File: config.mk
export PLATFORM = sky130hd
export DESIGN_NAME = dual_wheel_position_pid
export DESIGN_NICKNAME = d
export VERILOG_FILES = /design/src/sv/dwp_pkg.sv /design/src/sv/dwp_mul.sv /design/src/sv/dwp_div.sv /design/src/sv/dual_wheel_position_pid.sv
export SDC_FILE = /design/constraint.sdc
export NUM_CORES = 1
export LEC_CHECK = 0
export ABC_AREA = 1
export CAP_MARGIN = 20
export CORE_MARGIN = 1
export CORE_UTILIZATION = 41
export CTS_BUF_LIST = sky130_fd_sc_hd__clkbuf_8 sky130_fd_sc_hd__clkbuf_16
export DETAILED_ROUTE_END_ITERATION = 10
export DONT_BUFFER_PORTS = 1
export PLACE_DENSITY = 0.58
export SYNTH_ARGS = -nofsm -noshare
export SYNTH_HDL_FRONTEND = slang
export SYNTH_SLANG_ARGS = --single-unit
File: constraint.sdc
create_clock -name clk_i -period 7.2 [get_ports clk_i]
set_input_delay 0.72 -clock clk_i [delete_from_list [all_inputs] [get_ports clk_i]]
set_output_delay 0.72 -clock clk_i [all_outputs]
set_load 0.005 [all_outputs]
File: src/sv/dwp_pkg.sv
package dwp_pkg;

  localparam int unsigned AccW   = 64;
  localparam int unsigned MplW   = 24;
  localparam int unsigned CntW   = 5;
  localparam int unsigned DivW   = 16;
  localparam logic [CntW-1:0] DivSteps = CntW'(DivW);
  localparam logic [CntW-1:0] KpSteps  = CntW'(8);
  localparam logic [CntW-1:0] KiSteps  = CntW'(24);
  localparam logic [CntW-1:0] KdSteps  = CntW'(24);
  localparam logic [CntW-1:0] DtSteps  = CntW'(16);

  typedef enum logic [2:0] {
    REG_TARGET = 3'd0,
    REG_KP     = 3'd1,
    REG_KI     = 3'd2,
    REG_KD     = 3'd3,
    REG_PWM    = 3'd4,
    REG_STOP   = 3'd5
  } dwp_reg_e;

  typedef enum logic [3:0] {
    ST_IDLE,
    ST_CALC,
    ST_AREA,
    ST_AREA_W,
    ST_P,
    ST_P_W,
    ST_I,
    ST_I_W,
    ST_D,
    ST_D_W,
    ST_FIN,
    ST_OUT
  } dwp_state_e;

  // Request to the serial multiply-accumulate unit.
  typedef struct packed {
    logic                  start;
    logic [AccW-1:0]       acc_init;
    logic [AccW-1:0]       mcand;
    logic [MplW-1:0]       mplier;
    logic [CntW-1:0]       nbits;
  } dwp_mul_req_t;

endpackage

File: src/sv/dwp_mul.sv
// Shift-and-add multiply-accumulate, one multiplier bit per cycle.
module dwp_mul (
  input  logic                          clk_i,
  input  logic                          rst_ni,
  input  dwp_pkg::dwp_mul_req_t         req_i,
  output logic                          busy_o,
  output logic [dwp_pkg::AccW-1:0]      acc_o
);

  logic [dwp_pkg::AccW-1:0] acc_q, acc_d;
  logic [dwp_pkg::AccW-1:0] mcand_q, mcand_d;
  logic [dwp_pkg::MplW-1:0] mpl_q, mpl_d;
  logic [dwp_pkg::CntW-1:0] cnt_q, cnt_d;

  always_comb begin
    acc_d   = acc_q;
    mcand_d = mcand_q;
    mpl_d   = mpl_q;
    cnt_d   = cnt_q;
    if (req_i.start) begin
      acc_d   = req_i.acc_init;
      mcand_d = req_i.mcand;
      mpl_d   = req_i.mplier;
      cnt_d   = req_i.nbits;
    end else if (cnt_q != '0) begin
      if (mpl_q[0]) begin
        acc_d = acc_q + mcand_q;
      end
      mcand_d = {mcand_q[dwp_pkg::AccW-2:0], 1'b0};
      mpl_d   = {1'b0, mpl_q[dwp_pkg::MplW-1:1]};
      cnt_d   = cnt_q - 1'b1;
    end
  end

  always_ff @(posedge clk_i or negedge rst_ni) begin
    if (!rst_ni) begin
      cnt_q <= '0;
    end else begin
      cnt_q <= cnt_d;
    end
  end

  always_ff @(posedge clk_i) begin
    acc_q   <= acc_d;
    mcand_q <= mcand_d;
    mpl_q   <= mpl_d;
  end

  assign busy_o = (cnt_q != '0);
  assign acc_o  = acc_q;

endmodule

File: src/sv/dwp_div.sv
// Restoring unsigned divider, one quotient bit per cycle.
module dwp_div (
  input  logic                          clk_i,
  input  logic                          rst_ni,
  input  logic                          start_i,
  input  logic [dwp_pkg::DivW-1:0]      dividend_i,
  input  logic [dwp_pkg::DivW-1:0]      divisor_i,
  output logic                          busy_o,
  output logic [dwp_pkg::DivW-1:0]      quot_o
);

  logic [dwp_pkg::DivW:0]   rem_q, rem_d;
  logic [dwp_pkg::DivW-1:0] dvd_q, dvd_d;
  logic [dwp_pkg::DivW-1:0] dvs_q, dvs_d;
  logic [dwp_pkg::CntW-1:0] cnt_q, cnt_d;
  logic [dwp_pkg::DivW:0]   rem_sh;
  logic [dwp_pkg::DivW+1:0] diff;

  always_comb begin
    rem_d  = rem_q;
    dvd_d  = dvd_q;
    dvs_d  = dvs_q;
    cnt_d  = cnt_q;
    rem_sh = {rem_q[dwp_pkg::DivW-1:0], dvd_q[dwp_pkg::DivW-1]};
    diff   = {1'b0, rem_sh} - {2'b00, dvs_q};
    if (start_i) begin
      rem_d = '0;
      dvd_d = dividend_i;
      dvs_d = divisor_i;
      cnt_d = dwp_pkg::DivSteps;
    end else if (cnt_q != '0) begin
      // The quotient bits shift in where the dividend bits leave.
      if (!diff[dwp_pkg::DivW+1]) begin
        rem_d = diff[dwp_pkg::DivW:0];
        dvd_d = {dvd_q[dwp_pkg::DivW-2:0], 1'b1};
      end else begin
        rem_d = rem_sh;
        dvd_d = {dvd_q[dwp_pkg::DivW-2:0], 1'b0};
      end
      cnt_d = cnt_q - 1'b1;
    end
  end

  always_ff @(posedge clk_i or negedge rst_ni) begin
    if (!rst_ni) begin
      cnt_q <= '0;
    end else begin
      cnt_q <= cnt_d;
    end
  end

  always_ff @(posedge clk_i) begin
    rem_q <= rem_d;
    dvd_q <= dvd_d;
    dvs_q <= dvs_d;
  end

  assign busy_o = (cnt_q != '0);
  assign quot_o = dvd_q;

endmodule

File: src/sv/dual_wheel_position_pid.sv
// A latched wheel skips the area, divide and gain steps; an unlatched wheel runs them on the
// serial multiply unit. A request is taken only when the sequencer is idle, so one request is
// finished before the next is taken, and a result still waiting on the output holds the
// sequencer in its output state until the result register is free.
// Reset (asynchronous, active low) restores the register defaults, clears both wheels'
// areas, previous magnitudes and latches, and sets the direction to forward.
module dual_wheel_position_pid (
  input  logic        clk_i,
  input  logic        rst_ni,
  // Request channel.
  input  logic        s_axis_tvalid,
  output logic        s_axis_tready,
  input  logic [47:0] s_axis_tdata,  // left_count, right_count, elapsed_ms
  input  logic        s_axis_tuser,  // start_move
  // Result channel.
  output logic        m_axis_tvalid,
  input  logic        m_axis_tready,
  output logic [31:0] m_axis_tdata,  // left_drive, right_drive, forward, done_res
  // Register write channel.
  input  logic        cfg_valid_i,
  output logic        cfg_ready_o,
  input  logic [2:0]  cfg_index_i,
  input  logic [23:0] cfg_data_i
);

  // Configuration registers.
  logic signed [15:0] target_q;
  logic [7:0]         kp_q;
  logic [23:0]        ki_q;
  logic [23:0]        kd_q;
  logic [14:0]        pwm_q;
  logic [7:0]         stop_q;

  // Per-wheel state; index 0 is the left wheel, index 1 the right one.
  logic [1:0]  latched_q;
  logic [15:0] prev_q [2];
  logic [31:0] area_q [2];
  logic        dir_q;

  // Captured request fields.
  logic [15:0] lc_q, rc_q, dt_q;

  // Sequencer and working registers.
  dwp_pkg::dwp_state_e state_q, state_d;
  logic               wheel_q;
  logic               skip_q;
  logic signed [16:0] err_q;
  logic [15:0]        mag_q;
  logic               chg_neg_q;
  logic signed [16:0] rate_q;
  logic [14:0]        ldrv_q;
  logic [14:0]        rdrv_q;

  // Result register.
  logic        m_valid_q;
  logic [31:0] m_data_q;

  // Serial units.
  dwp_pkg::dwp_mul_req_t   mul_req;
  logic                    mul_busy;
  logic [dwp_pkg::AccW-1:0] mul_acc;
  logic                    div_start;
  logic                    div_busy;
  logic [15:0]             div_quot;

  // Combinational helpers.
  logic [15:0]        cnt_raw;
  logic signed [16:0] cnt_adj;
  logic signed [14:0] pos;
  logic signed [16:0] err;
  logic [15:0]        mag;
  logic [16:0]        chg;
  logic [15:0]        chg_abs;
  logic               sum_pos;
  logic [39:0]        sum_int;
  logic [14:0]        drive;
  logic               out_free;

  dwp_mul u_mul (
    .clk_i  (clk_i),
    .rst_ni (rst_ni),
    .req_i  (mul_req),
    .busy_o (mul_busy),
    .acc_o  (mul_acc)
  );

  dwp_div u_div (
    .clk_i      (clk_i),
    .rst_ni     (rst_ni),
    .start_i    (div_start),
    .dividend_i (chg_abs),
    .divisor_i  (dt_q),
    .busy_o     (div_busy),
    .quot_o     (div_quot)
  );

  assign out_free = !m_valid_q || m_axis_tready;

  // The left count runs downwards, so its position reading is the complement.
  // Division by four truncates towards zero, hence the bias of three on negatives.
  always_comb begin
    cnt_raw = wheel_q ? rc_q : ~lc_q;
    cnt_adj = {cnt_raw[15], cnt_raw} + (cnt_raw[15] ? 17'sd3 : 17'sd0);
    pos     = cnt_adj[16:2];
    err     = {target_q[15], target_q} - {{2{pos[14]}}, pos};
    mag     = err[16] ? 16'(-err) : err[15:0];
    chg     = {1'b0, mag_q} - {1'b0, prev_q[wheel_q]};
    chg_abs = chg[16] ? 16'(-chg) : chg[15:0];
  end

  // Drive from the accumulated sum: the sum carries 24 fraction bits.
  always_comb begin
    sum_pos = !mul_acc[63] && (mul_acc != '0);
    sum_int = mul_acc[63:24];
    if (!sum_pos) begin
      drive = '0;
    end else if (sum_int > {25'd0, pwm_q}) begin
      drive = pwm_q;
    end else begin
      drive = sum_int[14:0];
    end
    if (mag_q < {8'd0, stop_q}) begin
      drive = '0;
    end
  end

  // Next state.
  always_comb begin
    state_d = state_q;
    case (state_q)
      dwp_pkg::ST_IDLE:   if (s_axis_tvalid) state_d = dwp_pkg::ST_CALC;
      dwp_pkg::ST_CALC:   state_d = latched_q[wheel_q] ? dwp_pkg::ST_FIN : dwp_pkg::ST_AREA;
      dwp_pkg::ST_AREA:   state_d = dwp_pkg::ST_AREA_W;
      dwp_pkg::ST_AREA_W: if (!mul_busy && !div_busy) state_d = dwp_pkg::ST_P;
      dwp_pkg::ST_P:      state_d = dwp_pkg::ST_P_W;
      dwp_pkg::ST_P_W:    if (!mul_busy) state_d = dwp_pkg::ST_I;
      dwp_pkg::ST_I:      state_d = dwp_pkg::ST_I_W;
      dwp_pkg::ST_I_W:    if (!mul_busy) state_d = dwp_pkg::ST_D;
      dwp_pkg::ST_D:      state_d = dwp_pkg::ST_D_W;
      dwp_pkg::ST_D_W:    if (!mul_busy) state_d = dwp_pkg::ST_FIN;
      dwp_pkg::ST_FIN:    state_d = wheel_q ? dwp_pkg::ST_OUT : dwp_pkg::ST_CALC;
      dwp_pkg::ST_OUT:    if (out_free) state_d = dwp_pkg::ST_IDLE;
      default:            state_d = dwp_pkg::ST_IDLE;
    endcase
  end

  // Outputs of the sequencer: requests to the serial units.
  always_comb begin
    mul_req   = '0;
    div_start = 1'b0;
    case (state_q)
      dwp_pkg::ST_AREA: begin
        // The area grows by magnitude times elapsed time, wrapping at 32 bits.
        mul_req.start    = 1'b1;
        mul_req.acc_init = {32'd0, area_q[wheel_q]};
        mul_req.mcand    = {48'd0, mag_q};
        mul_req.mplier   = {8'd0, dt_q};
        mul_req.nbits    = dwp_pkg::DtSteps;
        div_start        = 1'b1;
      end
      dwp_pkg::ST_P: begin
        mul_req.start    = 1'b1;
        mul_req.acc_init = '0;
        mul_req.mcand    = {24'd0, mag_q, 24'd0};
        mul_req.mplier   = {16'd0, kp_q};
        mul_req.nbits    = dwp_pkg::KpSteps;
      end
      dwp_pkg::ST_I: begin
        mul_req.start    = 1'b1;
        mul_req.acc_init = mul_acc;
        mul_req.mcand    = {{32{area_q[wheel_q][31]}}, area_q[wheel_q]};
        mul_req.mplier   = ki_q;
        mul_req.nbits    = dwp_pkg::KiSteps;
      end
      dwp_pkg::ST_D: begin
        // The derivative gain has 8 fraction bits, so the rate is lifted by 16.
        mul_req.start    = 1'b1;
        mul_req.acc_init = mul_acc;
        mul_req.mcand    = {{31{rate_q[16]}}, rate_q, 16'd0};
        mul_req.mplier   = kd_q;
        mul_req.nbits    = dwp_pkg::KdSteps;
      end
      default: begin
        mul_req   = '0;
        div_start = 1'b0;
      end
    endcase
  end

  assign s_axis_tready = (state_q == dwp_pkg::ST_IDLE);
  assign cfg_ready_o   = 1'b1;
  assign m_axis_tvalid = m_valid_q;
  assign m_axis_tdata  = m_data_q;

  always_ff @(posedge clk_i or negedge rst_ni) begin
    if (!rst_ni) begin
      state_q   <= dwp_pkg::ST_IDLE;
      target_q  <= '0;
      kp_q      <= 8'd4;
      ki_q      <= 24'd3355;
      kd_q      <= 24'd281600;
      pwm_q     <= 15'd4000;
      stop_q    <= 8'd5;
      latched_q <= '0;
      prev_q[0] <= '0;
      prev_q[1] <= '0;
      area_q[0] <= '0;
      area_q[1] <= '0;
      dir_q     <= 1'b1;
      wheel_q   <= 1'b0;
      skip_q    <= 1'b0;
      m_valid_q <= 1'b0;
    end else begin
      state_q <= state_d;

      if (cfg_valid_i) begin
        case (cfg_index_i)
          dwp_pkg::REG_TARGET: target_q <= cfg_data_i[15:0];
          dwp_pkg::REG_KP:     kp_q     <= cfg_data_i[7:0];
          dwp_pkg::REG_KI:     ki_q     <= cfg_data_i;
          dwp_pkg::REG_KD:     kd_q     <= cfg_data_i;
          dwp_pkg::REG_PWM:    pwm_q    <= cfg_data_i[14:0];
          dwp_pkg::REG_STOP:   stop_q   <= cfg_data_i[7:0];
          default: ;
        endcase
      end

      // A new result replaces the one leaving in the same cycle.
      if (state_q == dwp_pkg::ST_OUT && out_free) begin
        m_valid_q <= 1'b1;
      end else if (m_valid_q && m_axis_tready) begin
        m_valid_q <= 1'b0;
      end

      case (state_q)
        dwp_pkg::ST_IDLE: begin
          wheel_q <= 1'b0;
          // A start request clears both wheels before the step is computed.
          if (s_axis_tvalid && s_axis_tuser) begin
            latched_q <= '0;
            prev_q[0] <= '0;
            prev_q[1] <= '0;
            area_q[0] <= '0;
            area_q[1] <= '0;
          end
        end
        dwp_pkg::ST_CALC: begin
          skip_q <= latched_q[wheel_q];
        end
        dwp_pkg::ST_AREA_W: begin
          if (!mul_busy && !div_busy) begin
            area_q[wheel_q] <= mul_acc[31:0];
            prev_q[wheel_q] <= mag_q;
          end
        end
        dwp_pkg::ST_FIN: begin
          if (!skip_q) begin
            dir_q <= !err_q[16] && (err_q != '0);
            if (mag_q <= 16'd2) begin
              latched_q[wheel_q] <= 1'b1;
            end
          end
          wheel_q <= 1'b1;
        end
        default: ;
      endcase
    end
  end

  // Payload registers.
  always_ff @(posedge clk_i) begin
    if (state_q == dwp_pkg::ST_IDLE && s_axis_tvalid) begin
      lc_q <= s_axis_tdata[15:0];
      rc_q <= s_axis_tdata[31:16];
      dt_q <= s_axis_tdata[47:32];
    end
    if (state_q == dwp_pkg::ST_CALC) begin
      err_q <= err;
      mag_q <= mag;
    end
    if (state_q == dwp_pkg::ST_AREA) begin
      chg_neg_q <= chg[16];
    end
    if (state_q == dwp_pkg::ST_AREA_W) begin
      // The rate truncates towards zero and is nought when no time has passed.
      if (dt_q == '0) begin
        rate_q <= '0;
      end else if (chg_neg_q) begin
        rate_q <= -$signed({1'b0, div_quot});
      end else begin
        rate_q <= $signed({1'b0, div_quot});
      end
    end
    if (state_q == dwp_pkg::ST_FIN && !wheel_q) begin
      ldrv_q <= skip_q ? 15'd0 : drive;
    end
    if (state_q == dwp_pkg::ST_OUT && out_free) begin
      m_data_q[14:0]  <= ldrv_q;
      m_data_q[29:15] <= rdrv_q;
      m_data_q[30]    <= dir_q;
      m_data_q[31]    <= (ldrv_q == '0) && (rdrv_q == '0);
    end
  end

  // The right drive is held from its final step until the result is written.
  always_ff @(posedge clk_i) begin
    if (state_q == dwp_pkg::ST_FIN && wheel_q) begin
      rdrv_q <= skip_q ? 15'd0 : drive;
    end
  end

endmodule

==> reports/qor.log <==
qor: run_status.outcome complete, no violations
qor: setup_path.path_common_cell sky130_fd_sc_hd__nand2_2
qor: placement.globalplace.congestion 0.939
qor: setup_path.path_cells inv_2 -> o21ai_1 -> inv_1 -> ha_1 -> a21oi_1 -> nor2_2 -> nand2_2 -> nor2_1 -> xnor2_1 -> ha_1 -> a21oi_1 -> nand2_2 -> nand3_1 -> nand2_1 -> nand3b_1 -> nand2_1 -> nand2_1 -> nand2_2 -> inv_2 -> nand2_2 -> xor2_1
qor: synthesis.synth.top_cell.area_share 0.322
qor: grt.grt_remaining_overflow 0
qor: clock_tree.cts-root-buf sky130_fd_sc_hd__clkbuf_16
qor: setup_path.cp_data_arrival_time 5.03 ns
qor: grt.vias_in_the_first_global_route 25,200
qor: final_layout.drive_above_1_share 0.0551
qor: sta.slew_headroom 0.162
qor: grt.grt_pass1_wl 145 mm
qor: setup_path.worst_ep_required_time 7.57 ns
qor: placement.place_inst 4,812
qor: floorplan.total_core_area 0.0773 mm^2
qor: sta.worstMarginPinSlew 1.26 ns
qor: synthesis.syn-instance-count 3,866
qor: final_layout.num_antenna_cells 0
qor: clock_tree.cts_tree done
qor: clock_tree.tritoncts_num_sinks 571
qor: placement.place.detailed.hpwl 67.3 mm
qor: floorplan.die-width 282 um
qor: synthesis.synth_cell_types 61
qor: synthesis.mapped_area 0.0321 mm^2
qor: setup_path.critPathTopFamily simple AND/OR/NAND/NOR gates
qor: synthesis.ys_top_cells_by_area sky130_fd_sc_hd__edfxtp_1 (32%), sky130_fd_sc_hd__dfrtp_1 (15%), sky130_fd_sc_hd__nand2_1 (11%)
qor: sta.slew_viol_final 0
qor: grt.largest_net_degree_at_the_start_of_global_routing 191
qor: sta.unrepaired_setup_endpoints_after_global_routing false
qor: floorplan.start_util 0.414
qor: setup_path.critical-path-slowest-cell sky130_fd_sc_hd__dfrtp_4
qor: synthesis.synth_warnings 0
qor: clock_tree.cts.clk_slew.worst_paths 0.06 ns
qor: floorplan.boundaryPins 116
qor: final_layout.final_nets 4,070
qor: hold_path.hp-class primary input to asynchronous set/reset pin
qor: sta.final_period_minus_worst_setup_slack 4.67 ns
qor: run.max_cap_viol_count 0
qor: setup_path.path_buf_inv 3
qor: clock_tree.cts_htree_levels 3
qor: synthesis.synth.most_common_cell sky130_fd_sc_hd__nand2_1
qor: grt.grt_antenna_before_repair 4
qor: synthesis.mappedNetlistNets 4,090
qor: synthesis.synthDominantAreaCellType sky130_fd_sc_hd__edfxtp_1
qor: final_layout.stdcell_area 0.0354 mm^2
qor: sta.crit_share_post_route 0.648
qor: floorplan.die-height 282 um
qor: placement.port_buffers 0
qor: sta.fmax 214 MHz
qor: setup_path.crit_fanout 52
qor: floorplan.rows 102
qor: sta.hold_viol 0
qor: clock_tree.insertion_delay 0.63 ns
qor: synthesis.synth_enable_flop_cells 344
qor: setup_path.max_stage_delay 0.80 ns
qor: detailed_routing.route.detailed.wl_per_inst 18.8 um
qor: setup_path.path_class flop to flop
qor: placement.post_dp_cell_area 0.0330 mm^2
qor: clock_tree.cts-resized-gates 0
qor: synthesis.async_flop_share 0.370
qor: clock_tree.cts-buffers-inserted 68
qor: power_and_ir_drop.p_leak 0.0159 uW
qor: detailed_routing.detail-route-antenna-nets 0
qor: synthesis.synthesis.area_per_instance 8.29 um^2
qor: clock_tree.clockBufferDepth 3
qor: detailed_routing.dr_total_vias 26,000
qor: setup_path.kind_of_start_point_of_the_critical_path flop
qor: grt.track_usage 0.237
qor: detailed_routing.routed_wirelength 92.7 mm
qor: synthesis.synth.top_cells.by_count sky130_fd_sc_hd__nand2_1 (957), sky130_fd_sc_hd__inv_1 (521), sky130_fd_sc_hd__o21ai_0 (417)
qor: sta.hold_slack 0.0357 ns
qor: power_and_ir_drop.cellPowerDensity 510 mW/mm^2
qor: detailed_routing.iteration_count_of_the_initial_detailed_routing_pass 5
qor: sta.report.final.setup_viol 0
qor: floorplan.die_area 0.0793 mm^2
qor: synthesis.seq_area_frac_synth 0.498
qor: synthesis.number_of_storage_elements_in_the_synthesis_netlist 571
qor: final_layout.layout.cells.non_filler 4,941
qor: sta.tns 0 ns
qor: clock_tree.post_cts_setup_bufs 0
qor: detailed_routing.post-route-drc-count 0
qor: setup_path.worst_setup_path_end_kind flop
qor: synthesis.dominantRegCellSynth sky130_fd_sc_hd__edfxtp_1
qor: sta.worst_clock_skew 0.0348 ns
qor: power_and_ir_drop.ir_drop 375 uV
qor: detailed_routing.vias_per_cell 5.26
qor: final_layout.area.growth.synth_to_final 10.5%
qor: detailed_routing.detail_route.iter0.violations 2,101
## cell usage in the layout, fill, tap and decap left out, types with 14 or more instances in the layout
cell type	instances
sky130_fd_sc_hd__xor2_1	24
sky130_fd_sc_hd__nand2_1	957
sky130_fd_sc_hd__edfxtp_1	344
sky130_fd_sc_hd__a21oi_1	198
sky130_fd_sc_hd__nand3_1	163
sky130_fd_sc_hd__o22ai_1	67
sky130_fd_sc_hd__nand4_1	38
sky130_fd_sc_hd__nor2_1	345
sky130_fd_sc_hd__nor2_2	16
sky130_fd_sc_hd__buf_4	18
sky130_fd_sc_hd__nor3_1	45
sky130_fd_sc_hd__a221oi_1	16
sky130_fd_sc_hd__inv_2	19
sky130_fd_sc_hd__o221ai_1	14
sky130_fd_sc_hd__dfxtp_1	16
sky130_fd_sc_hd__dfrtp_1	189
sky130_fd_sc_hd__o211ai_1	22
sky130_fd_sc_hd__a21o_1	15
sky130_fd_sc_hd__nor4_1	23
sky130_fd_sc_hd__xnor2_1	18
sky130_fd_sc_hd__ha_1	139
sky130_fd_sc_hd__dfstp_2	21
sky130_fd_sc_hd__o21ai_0	417
sky130_fd_sc_hd__clkbuf_16	69
sky130_fd_sc_hd__inv_1	536
## path summary, 6_finish.rpt
kind	endpoint	cells after the start	slack, ns	start
max	mag_q[10]	21	2.53	wheel_q
min reg2reg	dir_q	2	0.44	err_q[16]
min	area_q[15]	1	0.04	rst_ni
min in group clk_i	dt_q[6]	0	0.19	s_axis_tdata[38]
max in group asynchronous	wheel_q	1	5.94	rst_ni
max reg2reg	mag_q[10]	21	2.53	wheel_q
## cells by family after synthesis
kind of cell             count (synthesis)  share of synthesized area
XOR/XNOR                                44                     0.0125
AND/OR/NAND/NOR                       1636                      0.211
AO/OA/AOI/OAI                          818                      0.142
adder cells (fa/ha/maj)                143                     0.0568
flip-flops                             571                      0.498
other                                    1                   0.000117
buffers and inverters                  653                     0.0801
## routing by layer
metal | GRT usage | share of wire | vias to the layer above | routed length [um]
met4 | 0.0716 | 0.028 | 0 | 2610
met1 | 0.324 | 0.46 | 12200 | 42700
met3 | 0.0326 | 0.052 | 132 | 4780
met5 | 0 | 0 | - | 0
met2 | 0.390 | 0.46 | 706 | 42600
li1 | - | - | 12900 | -
## sequential cells by signal, indices dropped and copies added, names as in the netlist, 15 cells and up
signal         count
rdrv_q            15
kd_q              24
u_div.rem_q       16
mag_q             15
area_q            64
u_mul.mpl_q       24
prev_q            32
err_q             17
rc_q              16
dt_q              16
m_axis_tdata      32
u_mul.mcand_q     64
lc_q              16
ki_q              24
u_div.quot_o      16
pwm_q             15
target_q          16
ldrv_q            15
u_div.dvs_q       16
rate_q            17
u_mul.acc_o       64
## cell type report
class | count | area [um^2]
Multi-Input combinational cell | 2642 | 13600
Timing Repair Buffer | 23 | 250
Sequential cell | 571 | 16000
Inverter | 540 | 2030
Fill cell | 7656 | 41900
Clock buffer | 74 | 1800
Tap cell | 1040 | 1300
Clock inverter | 51 | 508
## worst register-to-register path, cell delays in order, from the launching register on
cell                       delay (ns)
sky130_fd_sc_hd__dfrtp_4         0.80
sky130_fd_sc_hd__inv_2           0.24
sky130_fd_sc_hd__o21ai_1         0.23
sky130_fd_sc_hd__inv_1           0.11
sky130_fd_sc_hd__ha_1            0.30
sky130_fd_sc_hd__a21oi_1         0.33
sky130_fd_sc_hd__nor2_2          0.09
sky130_fd_sc_hd__nand2_2         0.14
sky130_fd_sc_hd__nor2_1          0.08
sky130_fd_sc_hd__xnor2_1         0.14
sky130_fd_sc_hd__ha_1            0.38
sky130_fd_sc_hd__a21oi_1         0.29
sky130_fd_sc_hd__nand2_2         0.14
sky130_fd_sc_hd__nand3_1         0.09
sky130_fd_sc_hd__nand2_1         0.08
sky130_fd_sc_hd__nand3b_1        0.12
sky130_fd_sc_hd__nand2_1         0.06
sky130_fd_sc_hd__nand2_1         0.07
sky130_fd_sc_hd__nand2_2         0.12
sky130_fd_sc_hd__inv_2           0.26
sky130_fd_sc_hd__nand2_2         0.15
sky130_fd_sc_hd__xor2_1          0.16
## per-stage QoR
stage | setup slack (ns) | utilization | power (uW)
2_1_floorplan | 0.889 | - | 12100
3_3_place_gp | 2.56 | 0.427 | 14500
3_5_place_dp | 2.55 | 0.427 | 14500
4_1_cts | 2.52 | 0.458 | 18100
5_1_grt | 2.03 | 0.458 | 19600
6_report | 2.53 | 0.458 | 18100
## power breakdown
group	total [uW]	leakage, uW	switching, uW	internal [uW]
sequential	5730	0.00625	662	5070
combinational	8850	0.00851	6070	2770
clock	3500	0.00117	1460	2040
total	18100	0.0159	8200	9880
## timing repair
action                                  in CTS  in global routing
hold endpoints to repair                   190                  0
endpoints found under the setup margin       0                  0
hold buffers                                 2                  0
Power figures use the tool's default switching activity.
